<file path="src/rtl/pra_pkg.sv">
// Package for the program request arbiter: command, action and mode codes,
// plus the request and result structs shared by the datapath modules.
// No dependencies.
`default_nettype none

package pra_pkg;

  localparam int unsigned CODE_W = 3;

  typedef logic [CODE_W-1:0] code_t;

  // Command codes carried by an input request
  localparam code_t CMD_REFRESH   = 3'd0;
  localparam code_t CMD_EMERGENCY = 3'd1;
  localparam code_t CMD_ABORT     = 3'd2;
  localparam code_t CMD_STOP      = 3'd3;
  localparam code_t CMD_START     = 3'd4;
  localparam code_t CMD_BACKEND   = 3'd5;

  // Action codes returned with each result
  localparam code_t ACT_NONE      = 3'd0;
  localparam code_t ACT_ESTOP     = 3'd1;
  localparam code_t ACT_ABORT     = 3'd2;
  localparam code_t ACT_STOP      = 3'd3;
  localparam code_t ACT_START     = 3'd4;
  localparam code_t ACT_BACKEND   = 3'd5;

  typedef enum logic [CODE_W-1:0] {
    MODE_IDLE      = 3'd0,
    MODE_STARTING  = 3'd1,
    MODE_RUNNING   = 3'd2,
    MODE_STOPPING  = 3'd3,
    MODE_FAULT     = 3'd4,
    MODE_EMERGENCY = 3'd5
  } mode_t;

  typedef struct packed {
    code_t cmd;
    logic  fault;
    logic  active;
    logic  held;
  } req_t;

  typedef struct packed {
    code_t act;
    mode_t mode;
    logic  latch;
  } res_t;

  typedef struct packed {
    mode_t mode;
    logic  latch;
  } stat_t;

endpackage

`default_nettype wire

</file>
<file path="src/rtl/pra_in_if.sv">
// Request channel of the program request arbiter: valid/ready plus payload.
// Depends on pra_pkg for the code width.
`default_nettype none

interface pra_in_if;
  import pra_pkg::*;

  logic        valid;
  logic        ready;
  code_t       command;
  logic        fault_now;
  logic        program_running;
  logic        executor_held;

  modport source (output valid, command, fault_now, program_running, executor_held,
                  input ready);
  modport sink   (input valid, command, fault_now, program_running, executor_held,
                  output ready);
endinterface

`default_nettype wire

</file>
<file path="src/rtl/pra_out_if.sv">
// Result channel of the program request arbiter: valid/ready plus payload.
// Depends on pra_pkg for the code width.
`default_nettype none

interface pra_out_if;
  import pra_pkg::*;

  logic        valid;
  logic        ready;
  code_t       action;
  code_t       control_state;
  logic        emergency_flag;

  modport source (output valid, action, control_state, emergency_flag, input ready);
  modport sink   (input valid, action, control_state, emergency_flag, output ready);
endinterface

`default_nettype wire

</file>
<file path="src/rtl/program_request_arbiter_top.sv">
// Flow: an accepted request is captured in the input register, then its result in the result
// register, which loads when free or draining. Throughput: one request per cycle if results
// drain; a stalled result still lets the input register fill.
// Reset (synchronous, rst_n low): mode goes idle, emergency latch clears, both stages empty.
// The emergency latch clears only on reset.
// Depends on pra_pkg, pra_in_if, pra_out_if and pra_ctrl.
`default_nettype none

module program_request_arbiter_top (
  input  logic      clk,
  input  logic      rst_n,
  pra_in_if.sink    in_req,
  pra_out_if.source out_rsp
);
  import pra_pkg::*;

  logic  in_v_r;
  req_t  in_req_r;
  logic  out_v_r;
  res_t  out_res_r;
  logic  adv;
  res_t  res;
  stat_t cur;

  // Move a request forward when the result register is free or drains this cycle
  assign adv          = in_v_r && (!out_v_r || out_rsp.ready);
  assign in_req.ready = !in_v_r || adv;

  always_ff @(posedge clk) begin
    if (!rst_n) begin
      in_v_r  <= 1'b0;
      out_v_r <= 1'b0;
    end else begin
      if (in_req.ready) in_v_r <= in_req.valid;
      if (adv) begin
        out_v_r <= 1'b1;
      end else if (out_rsp.ready) begin
        out_v_r <= 1'b0;
      end
    end
  end

  always_ff @(posedge clk) begin
    if (in_req.valid && in_req.ready) begin
      in_req_r.cmd    <= in_req.command;
      in_req_r.fault  <= in_req.fault_now;
      in_req_r.active <= in_req.program_running;
      in_req_r.held   <= in_req.executor_held;
    end
    if (adv) out_res_r <= res;
  end

  pra_ctrl u_ctrl (
    .clk   (clk),
    .rst_n (rst_n),
    .step  (adv),
    .req   (in_req_r),
    .res   (res),
    .cur   (cur)
  );

  assign out_rsp.valid          = out_v_r;
  assign out_rsp.action         = out_res_r.act;
  assign out_rsp.control_state  = out_res_r.mode;
  assign out_rsp.emergency_flag = out_res_r.latch;

  a_latch_sticky : assert property (@(posedge clk) disable iff (!rst_n)
    cur.latch |=> cur.latch)
    else $error("emergency latch cleared without reset");

  a_estop_lands : assert property (@(posedge clk) disable iff (!rst_n)
    (adv && in_req_r.cmd == CMD_EMERGENCY) |=>
      (cur.latch && cur.mode == MODE_EMERGENCY && out_v_r && out_res_r.act == ACT_ESTOP))
    else $error("emergency request did not latch and stop");

  a_result_matches_state : assert property (@(posedge clk) disable iff (!rst_n)
    adv |=> (out_v_r && out_res_r.mode == cur.mode && out_res_r.latch == cur.latch))
    else $error("result register disagrees with control state");

endmodule

`default_nettype wire

</file>
<file path="src/rtl/pra_decide.sv">
// Next-mode and action logic for one request against the current mode and latch.
// Purely combinational; depends on pra_pkg.
`default_nettype none

module pra_decide (
  input  pra_pkg::req_t  req,
  input  pra_pkg::stat_t cur,
  output pra_pkg::res_t  res
);
  import pra_pkg::*;

  logic  blocked;
  logic  halt_ok;
  logic  start_ok;
  mode_t mode_nxt;
  code_t act;

  assign blocked  = cur.latch | req.fault;
  // Halt acts on a live or pending program, but never twice while stopping
  assign halt_ok  = !blocked && (cur.mode != MODE_STOPPING) &&
                    ((cur.mode inside {MODE_STARTING, MODE_RUNNING}) || req.active);
  assign start_ok = !blocked && !req.held && !req.active &&
                    !(cur.mode inside {MODE_STARTING, MODE_STOPPING, MODE_RUNNING});

  always_comb begin
    mode_nxt = cur.mode;
    case (req.cmd)
      CMD_REFRESH: begin
        if (cur.latch) begin
          mode_nxt = MODE_EMERGENCY;
        end else if (req.fault) begin
          mode_nxt = MODE_FAULT;
        end else if (req.active) begin
          mode_nxt = MODE_RUNNING;
        end else if (cur.mode inside {MODE_STARTING, MODE_STOPPING}) begin
          mode_nxt = MODE_IDLE;
        end
      end
      CMD_EMERGENCY: mode_nxt = MODE_EMERGENCY;
      CMD_ABORT, CMD_STOP: begin
        if (halt_ok) mode_nxt = MODE_STOPPING;
      end
      CMD_START: begin
        if (start_ok) mode_nxt = MODE_STARTING;
      end
      default: mode_nxt = cur.mode;
    endcase
  end

  always_comb begin
    act = ACT_NONE;
    case (req.cmd)
      CMD_EMERGENCY: act = ACT_ESTOP;
      CMD_ABORT:     act = halt_ok  ? ACT_ABORT   : ACT_NONE;
      CMD_STOP:      act = halt_ok  ? ACT_STOP    : ACT_NONE;
      CMD_START:     act = start_ok ? ACT_START   : ACT_NONE;
      CMD_BACKEND:   act = blocked  ? ACT_NONE    : ACT_BACKEND;
      default:       act = ACT_NONE;
    endcase
  end

  assign res.act   = act;
  assign res.mode  = mode_nxt;
  assign res.latch = cur.latch | (req.cmd == CMD_EMERGENCY);

endmodule

`default_nettype wire

</file>
<file path="src/rtl/pra_ctrl.sv">
// Control state of the arbiter: mode register and sticky emergency latch.
// Instantiates pra_decide; depends on pra_pkg.
`default_nettype none

module pra_ctrl (
  input  logic           clk,
  input  logic           rst_n,
  input  logic           step,
  input  pra_pkg::req_t  req,
  output pra_pkg::res_t  res,
  output pra_pkg::stat_t cur
);
  import pra_pkg::*;

  mode_t mode_r;
  logic  latch_r;

  assign cur.mode  = mode_r;
  assign cur.latch = latch_r;

  pra_decide u_decide (
    .req (req),
    .cur (cur),
    .res (res)
  );

  // Advance the state only when the request moves into the result register
  always_ff @(posedge clk) begin
    if (!rst_n) begin
      mode_r  <= MODE_IDLE;
      latch_r <= 1'b0;
    end else if (step) begin
      mode_r  <= res.mode;
      latch_r <= res.latch;
    end
  end

endmodule

`default_nettype wire
</file>
<file path="src/flat_wrapper.sv">
// flat-port wrapper written by rule: the top's interface ports become plain ports
module program_request_arbiter_top_flat import pra_pkg::*;
  (clk, rst_n, in_req_valid, in_req_command, in_req_fault_now, in_req_program_running, in_req_executor_held, in_req_ready, out_rsp_valid, out_rsp_action, out_rsp_control_state, out_rsp_emergency_flag, out_rsp_ready);
  pra_in_if in_req_i ();
  pra_out_if out_rsp_i ();
  input  logic clk;
  input  logic rst_n;
  input wire logic [$bits(in_req_i.valid)-1:0] in_req_valid;
  input wire logic [$bits(in_req_i.command)-1:0] in_req_command;
  input wire logic [$bits(in_req_i.fault_now)-1:0] in_req_fault_now;
  input wire logic [$bits(in_req_i.program_running)-1:0] in_req_program_running;
  input wire logic [$bits(in_req_i.executor_held)-1:0] in_req_executor_held;
  output wire logic [$bits(in_req_i.ready)-1:0] in_req_ready;
  output wire logic [$bits(out_rsp_i.valid)-1:0] out_rsp_valid;
  output wire logic [$bits(out_rsp_i.action)-1:0] out_rsp_action;
  output wire logic [$bits(out_rsp_i.control_state)-1:0] out_rsp_control_state;
  output wire logic [$bits(out_rsp_i.emergency_flag)-1:0] out_rsp_emergency_flag;
  input wire logic [$bits(out_rsp_i.ready)-1:0] out_rsp_ready;
  assign in_req_i.valid = in_req_valid;
  assign in_req_i.command = in_req_command;
  assign in_req_i.fault_now = in_req_fault_now;
  assign in_req_i.program_running = in_req_program_running;
  assign in_req_i.executor_held = in_req_executor_held;
  assign in_req_ready = in_req_i.ready;
  assign out_rsp_valid = out_rsp_i.valid;
  assign out_rsp_action = out_rsp_i.action;
  assign out_rsp_control_state = out_rsp_i.control_state;
  assign out_rsp_emergency_flag = out_rsp_i.emergency_flag;
  assign out_rsp_i.ready = out_rsp_ready;
  program_request_arbiter_top u_core (.clk(clk), .rst_n(rst_n), .in_req(in_req_i), .out_rsp(out_rsp_i));
endmodule
</file>
<file path="config.mk">
export PLATFORM = sky130hd
export DESIGN_NAME = program_request_arbiter_top_flat
export DESIGN_NICKNAME = d
export VERILOG_FILES = /design/src/rtl/pra_pkg.sv /design/src/rtl/pra_in_if.sv /design/src/rtl/pra_out_if.sv /design/src/rtl/program_request_arbiter_top.sv /design/src/rtl/pra_decide.sv /design/src/rtl/pra_ctrl.sv /design/src/flat_wrapper.sv
export SDC_FILE = /design/constraint.sdc
export NUM_CORES = 1
export LEC_CHECK = 0
export BUFFER_PORTS_ARGS = -buffer_cell sky130_fd_sc_hd__clkbuf_2
export CORE_MARGIN = 2
export CORE_UTILIZATION = 55
export DETAILED_ROUTE_END_ITERATION = 12
export GPL_ROUTABILITY_DRIVEN = 0
export PLACE_DENSITY = 0.79
export SYNTH_ARGS = -nofsm -noshare
export SYNTH_HDL_FRONTEND = slang
export SYNTH_SLANG_ARGS = --single-unit
</file>
<file path="constraint.sdc">
create_clock -name clk -period 4.01 [get_ports clk]
set_clock_uncertainty 0.2 [all_clocks]
set_input_delay 0.2005 -clock clk [delete_from_list [all_inputs] [get_ports clk]]
set_output_delay 0.2005 -clock clk [all_outputs]
set_load 0.005 [all_outputs]
</file>
==> results of run 1 <==
[how the worst max path moves through the flow]
| stage | from | to | slack, ns | depth (start not counted) |
|---|---|---|---|---|
| 3_5_place_dp | u_core.in_req_r[4] | u_core.out_rsp.control_state[1] | 1.99 | 6 |
| 4_1_cts | u_core.in_req_r[4] | u_core.out_rsp.control_state[1] | 1.98 | 6 |
| 6_report | u_core.in_req_r[4] | u_core.out_rsp.control_state[1] | 1.96 | 6 |
| 5_1_grt | u_core.in_req_r[4] | u_core.out_rsp.control_state[1] | 1.83 | 7 |
| 2_1_floorplan | u_core.in_req_r[4] | u_core.out_rsp.control_state[1] | 2.14 | 5 |
| 3_3_place_gp | u_core.in_req_r[4] | u_core.out_rsp.control_state[1] | 2.08 | 6 |
[cells by family after synthesis]
kind of cell	after synthesis	synth area share, %
AND/OR/NAND/NOR	35	21.71
adder cells (fa/ha/maj)	2	2.631
flip-flops	19	53.68
AO/OA/AOI/OAI	26	19.61
buffers and inverters	6	2.368
[routing by layer]
layer,vias up,GRT usage (%),share of wire [%]
met5,-,0,0
met4,0,12.35,1.0
met3,2,2.778,4.3
met2,19,32.68,51
met1,354,23.27,43
li1,384,-,-
[power groups by stage]
stage / Clock [mW] / Combinational [mW] / Sequential [mW]
after CTS: 0.0981 / 0.0516 / 0.229
final: 0.0944 / 0.0524 / 0.230
after global placement: 0 / 0.0444 / 0.234
after floorplan: 0 / 0.0302 / 0.233
after detailed placement: 0 / 0.0454 / 0.234
after global routing: 0.102 / 0.0583 / 0.231
[cells in the mapped netlist, types with 2 or more instances]
cell type | number | area (um2)
sky130_fd_sc_hd__nand2_1 | 10 | 37.54
sky130_fd_sc_hd__nor3_1 | 2 | 10.01
sky130_fd_sc_hd__edfxtp_1 | 13 | 390.4
sky130_fd_sc_hd__nand3_1 | 2 | 10.01
sky130_fd_sc_hd__nor2_1 | 4 | 15.01
sky130_fd_sc_hd__o21a_1 | 3 | 22.52
sky130_fd_sc_hd__nor2b_1 | 4 | 25.02
sky130_fd_sc_hd__o211ai_1 | 2 | 15.01
sky130_fd_sc_hd__dfxtp_1 | 6 | 120.1
sky130_fd_sc_hd__or2_1 | 2 | 12.51
sky130_fd_sc_hd__nand2b_1 | 2 | 12.51
sky130_fd_sc_hd__o21ai_0 | 4 | 20.02
sky130_fd_sc_hd__inv_1 | 6 | 22.52
sky130_fd_sc_hd__a21oi_1 | 6 | 30.03
sky130_fd_sc_hd__ha_1 | 2 | 25.02
[flip-flops by register name, indices dropped and copies added, names as in the netlist]
register	count
u_core.u_ctrl.latch_r	1
u_core.in_v_r	1
u_core.out_rsp.valid	1
u_core.out_rsp.action	3
u_core.u_ctrl.mode_r	3
u_core.out_rsp.emergency_flag	1
u_core.in_req_r	6
u_core.out_rsp.control_state	3
[worst register-to-register path, cell delays in order, from the launching register on]
cell	delay (ns)
sky130_fd_sc_hd__edfxtp_1	0.54
sky130_fd_sc_hd__inv_1	0.11
sky130_fd_sc_hd__ha_1	0.22
sky130_fd_sc_hd__or2_1	0.29
sky130_fd_sc_hd__a22o_1	0.26
sky130_fd_sc_hd__nand4_1	0.11
sky130_fd_sc_hd__nand3_1	0.08
[area by class of cell]
cell class                 count  area share (%)
timing repair buffer          26           14.56
multi-input combinational     63           35.76
sequential                    19           43.68
clock buffer                   4           2.248
tap                           17           1.820
inverter                       6           1.927
[metrics by stage]
stage	utilization, %	cells	hold slack, ns	cell area (um2)
2_1_floorplan	-	88	0.09937	950.9
3_3_place_gp	63.60	123	0.1770	1062
3_5_place_dp	63.60	123	0.1791	1062
4_1_cts	69.96	135	0.02047	1169
5_1_grt	69.96	135	0.02558	1169
6_report	69.96	135	0.02490	1169
[what timing repair did]
item / in CTS / in global routing
hold endpoints to repair: 8 / 0
setup buffers: 0 / 0
hold buffers: 8 / 0
==> run summary, run 1 <==
RR Startpoint - u_core.in_req_r[4]
Number of resized instances in the post-cts repair step - 0
Clock transition at path regs - 0.11 ns
Area of the die - 2078 um2
Sum of overflow across all layers after global routing - 0
Worst min-delay path category - in2reg
Via count of the first global-routing pass - 674
N_diodes - 0
# DRC - 0
Switching power share of the total - 24.39%
Worst-Skew Late Latency - 0.29 ns
Combinational share of power - 13.9%
Final Routed Wirelength - 1754 um
Total power consumption of the routed design - 376.5 uW
CTS Buf Count - 3
Crit-path cells - inv_1 -> ha_1 -> or2_1 -> a22o_1 -> nand4_1 -> nand3_1
Critical path required time - 3.86 ns
Portion of total power attributed to sequential cells - 61.0%
Share of power burned in the clock network - 25.1%
R2R Path End - u_core.out_rsp.control_state[1]
Die extent in y - 45.58 um
Mapped Area - 950.9 um2
Syn Nets - 100
Fillcell total - 119
Crit Path Category - reg2reg
Number of endpoints with negative hold slack in the final report - 0
Number of sinks driven by the clock tree - 19
Setup TNS - 0 ns
Count of port buffers added during placement - 18
Wire length per cell after detailed routing - 12.99 um
Pre-Repair DR Iteration Count - 4
Cell variety after synth - 35
Die width - 45.58 um
Fraction of layout cells with a size suffix above 1 - 23.73%
Seq cells post-synth - 19
Total net switching power - 91.84 uW
Hold path endpoint - u_core.out_rsp.valid
Number of enable flip-flop cells after synthesis - 13
Dpl hpwl - 1232 um
Maximum VDD drop - 0.2550 mV
Violation count after the first detailed-route iteration - 11
Most frequent cells in the layout - sky130_fd_sc_hd__clkbuf_2, sky130_fd_sc_hd__edfxtp_1, sky130_fd_sc_hd__nand2_1
Max-Cap Viols - 0
Pwr per Cell Area - 322.2 nW/um2
Worst hold path startpoint - out_rsp_ready
Largest net degree at the start of global routing - 12
Highest clock rate - 489.0 MHz
Cell depth of the worst hold path - 3
Initial antenna violation count - 0
Vias post-DR - 759
Initial core utilization - 56.93%
Static Leakage - 0.4950 nW
Internal power - 284.7 uW
Total routing resource utilization after global routing - 19.53%
Rel. slew slack - 74.78%
Slowest Stage Delay on Critical Path - 0.54 ns
Top_reg_cell synth - sky130_fd_sc_hd__edfxtp_1
I/O Pins - 19
Portion of the post-synthesis area used by sequential elements - 53.68%
Fin nets - 131
Tmin final - 2.045 ns
Slew of the pin with the lowest slew margin - 0.3779 ns
CP arrival - 1.89 ns
Final critical-path share of the clock period - 51.00%
Total area of sequential cells - 510.5 um2
Buffer levels on the longest clock path - 2
RSZ-0062 raised after global routing - false
Floorplan row count - 15
Placeable core region - 1670 um2
Delay-heaviest family, CP - flip-flops
Worst slack, placed - 1.992 ns
First-pass GRT wire length - 2856 um
Endpoint kind of the worst setup timing path - flip-flop
Smallest setup slack after layout - 1.965 ns
Ys async rst share - 0%
Multi-input combinational cell area - 417.9 um2
Gate count of the mapped netlist - 88
Clock tree from TritonCTS - done
Area Overhead vs Synth - 22.89%
Cell with the largest stage delay on the worst path - sky130_fd_sc_hd__edfxtp_1
Maximum fanout encountered on the critical timing path - 8
Result of the run - completed
Most common library cell in the layout ignoring fill and taps - sky130_fd_sc_hd__clkbuf_2
Buffer type at the clock tree root - sky130_fd_sc_hd__clkbuf_4
Max-slew violations - 0
Synthesized area divided by synthesized cell count - 10.81 um2
Critical path launch point type - flip-flop
Length in cells of the worst reg-to-reg path - 6
Average vias per placed instance - 5.622
Htree depth - 1
Total of warnings raised by yosys - 0
Routed Antenna Nets - 0
Buffers & Inverters on Critical Path - 1
Setup Viol. Count Final - 0
Setup slack of the most critical reg-to-reg path - 1.96 ns
(Power assumes the default switching activity.)
==> run 2: changes to the inputs <==
--- a/config.mk
+++ b/config.mk
@@ -7,10 +7,10 @@
 export LEC_CHECK = 0
 export BUFFER_PORTS_ARGS = -buffer_cell sky130_fd_sc_hd__clkbuf_2
 export CORE_MARGIN = 2
-export CORE_UTILIZATION = 55
+export CORE_UTILIZATION = 52
 export DETAILED_ROUTE_END_ITERATION = 12
 export GPL_ROUTABILITY_DRIVEN = 0
-export PLACE_DENSITY = 0.79
+export PLACE_DENSITY = 0.75
 export SYNTH_ARGS = -nofsm -noshare
 export SYNTH_HDL_FRONTEND = slang
 export SYNTH_SLANG_ARGS = --single-unit
==> constraint.sdc (replaced) <==
create_clock -name clk -period 1.9 [get_ports clk]
set_clock_uncertainty 0.2 [all_clocks]
set_input_delay 0.095 -clock clk [delete_from_list [all_inputs] [get_ports clk]]
set_output_delay 0.095 -clock clk [all_outputs]
set_load 0.005 [all_outputs]
==> run 2 against run 1 <==
Combinational power increased by 150%. Die area increased by 5.3%. Power increased by 120%. Routed wire length increased by 4.6%. Critical path depth decreased by 1. Clock-buffer cell count unchanged. Flip-flop and latch count unchanged. Global-route usage increased by 0.067 points. Utilization increased by 2.3 points. Final cell count increased by 11%. First-iteration DRC count decreased by 45%. Critical endpoint unchanged. Largest power group unchanged.
==> run summary, run 2 (synthesis gave the netlist of run 1 again) <==
Result of the run - completed
Cell depth of the worst hold path - 5
Number of flip-flops in the largest register - 6
Via count of the first global-routing pass - 727
Worst min-delay path category - in2reg
Top reg by flops - u_core.in_req_r
Clock transition at path regs - 0.10 ns
Post-Layout Inst Area - 1247 um2
Fillcell total - 139
Area Overhead vs Synth - 31.18%
Area of the die - 2187 um2
Most frequent cells in the layout - sky130_fd_sc_hd__clkbuf_2, sky130_fd_sc_hd__edfxtp_1, sky130_fd_sc_hd__nand2_1, sky130_fd_sc_hd__dlygate4sd3_1
Critical path required time - 1.75 ns
Maximum VDD drop - 0.5127 mV
Total area of sequential cells - 510.5 um2
I/O Pins - 19
Number of sinks driven by the clock tree - 19
Clock tree from TritonCTS - done
Total routing resource utilization after global routing - 19.60%
Pwr per Cell Area - 652.7 nW/um2
Tmin final - 1.781 ns
Die extent in y - 46.77 um
Initial antenna violation count - 0
First-pass GRT wire length - 3001 um
Die width - 46.77 um
Endpoint kind of the worst setup timing path - flip-flop
Fraction of layout cells with a size suffix above 1 - 29.60%
CP arrival - 1.63 ns
Vias post-DR - 794
Multi-input combinational cell area - 425.4 um2
Final std cells w/o fill - 150
CTS Buf Count - 3
Average vias per placed instance - 5.293
Violation count after the first detailed-route iteration - 6
Crit path depth - 5
Final critical-path share of the clock period - 93.75%
Worst-Skew Late Latency - 0.30 ns
Placed inst area - 1102 um2
Total power consumption of the routed design - 814.2 uW
Dpl hpwl - 1280 um
Count of port buffers added during placement - 18
Number of placed cells counting well taps - 135
Crit Path Category - reg2reg
Setup TNS - 0 ns
Delay-heaviest family, CP - flip-flops
Static Leakage - 0.5271 nW
Crit-path cells - ha_2 -> or2_4 -> a22o_1 -> nand4_1 -> nand3_1
Buffers & Inverters on Critical Path - 0
Cell with the largest stage delay on the worst path - sky130_fd_sc_hd__edfxtp_1
Initial core utilization - 55.07%
Number of endpoints with negative hold slack in the final report - 0
Buffer levels on the longest clock path - 2
Setup Viol. Count Final - 0
# DRC - 0
Buffer type at the clock tree root - sky130_fd_sc_hd__clkbuf_4
Final Routed Wirelength - 1834 um
Fin nets - 138
Largest net degree at the start of global routing - 12
N_diodes - 0
Most common library cell in the layout ignoring fill and taps - sky130_fd_sc_hd__clkbuf_2
Slew of the pin with the lowest slew margin - 0.3824 ns
Htree depth - 1
Max-Cap Viols - 0
Sum of overflow across all layers after global routing - 0
Routed Antenna Nets - 0
Critical path launch point type - flip-flop
Max-slew violations - 0
Length in cells of the worst reg-to-reg path - 5
Maximum fanout encountered on the critical timing path - 4
Wire length per cell after detailed routing - 12.23 um
Slowest Stage Delay on Critical Path - 0.45 ns
Rel. slew slack - 74.48%
Highest clock rate - 561.4 MHz
Floorplan row count - 15
RSZ-0062 raised after global routing - false
Pre-Repair DR Iteration Count - 4
Placeable core region - 1727 um2
-- run 2: power by group --
part | internal (mW) | switching, mW | total (mW)
clock | 0.0818 | 0.121 | 0.203
sequential | 0.465 | 0.0167 | 0.482
combinational | 0.0676 | 0.0618 | 0.129
total | 0.614 | 0.200 | 0.814
-- run 2: layout make-up --
cell class	instances	area share, %
Clock buffer	4	2.106
Inverter	6	1.805
Multi-Input combinational cell	63	34.10
Sequential cell	19	40.92
Tap cell	25	2.508
Timing Repair Buffer	33	18.56
-- run 2: through the flow --
stage	util, %	setup WS (ns)	hold slack (ns)
4_1_cts	71.59	0.07537	0.1847
3_3_place_gp	63.84	0.09450	0.07210
5_1_grt	72.25	0.002365	0.2133
3_5_place_dp	63.84	0.02535	0.07362
6_report	72.25	0.1188	0.1868
2_1_floorplan	-	0.03334	-0.006131
-- run 2: worst min-delay path, delay by kind of cell --
kind / cells / cell delay (ns)
buf+inv: 1 / 0.09
simple gates: 3 / 0.39
compound gates: 1 / 0.08
-- run 2: worst paths after layout --
path,end,startpoint,slack [ns]
setup / recovery,u_core.out_rsp.control_state[1],u_core.in_req_r[4],0.12
hold / removal,u_core.u_ctrl.mode_r[2],out_rsp_ready,0.19
setup reg to reg,u_core.out_rsp.control_state[1],u_core.in_req_r[4],0.12
hold reg to reg,u_core.u_ctrl.mode_r[2],u_core.u_ctrl.mode_r[2],0.33
-- run 2: repair_timing --
item | in CTS | in global routing
buffers inserted | 1 | 1
gates resized for setup | 0 | 5
endpoints found under the hold margin | 12 | 0
hold buffers | 10 | 0
pin swaps | 0 | 5
setup endpoints to repair | 2 | 5
-- run 2: layer usage --
layer | routed length [um] | share of wire (%) | vias up | global-route usage [%]
met2 | 883 | 48 | 22 | 33.70
met3 | 73 | 4.0 | 5 | 4.615
met4 | 27 | 1.5 | 0 | 8.333
li1 | - | - | 397 | -
met5 | 0 | 0 | - | 0
met1 | 849 | 46 | 370 | 23.41
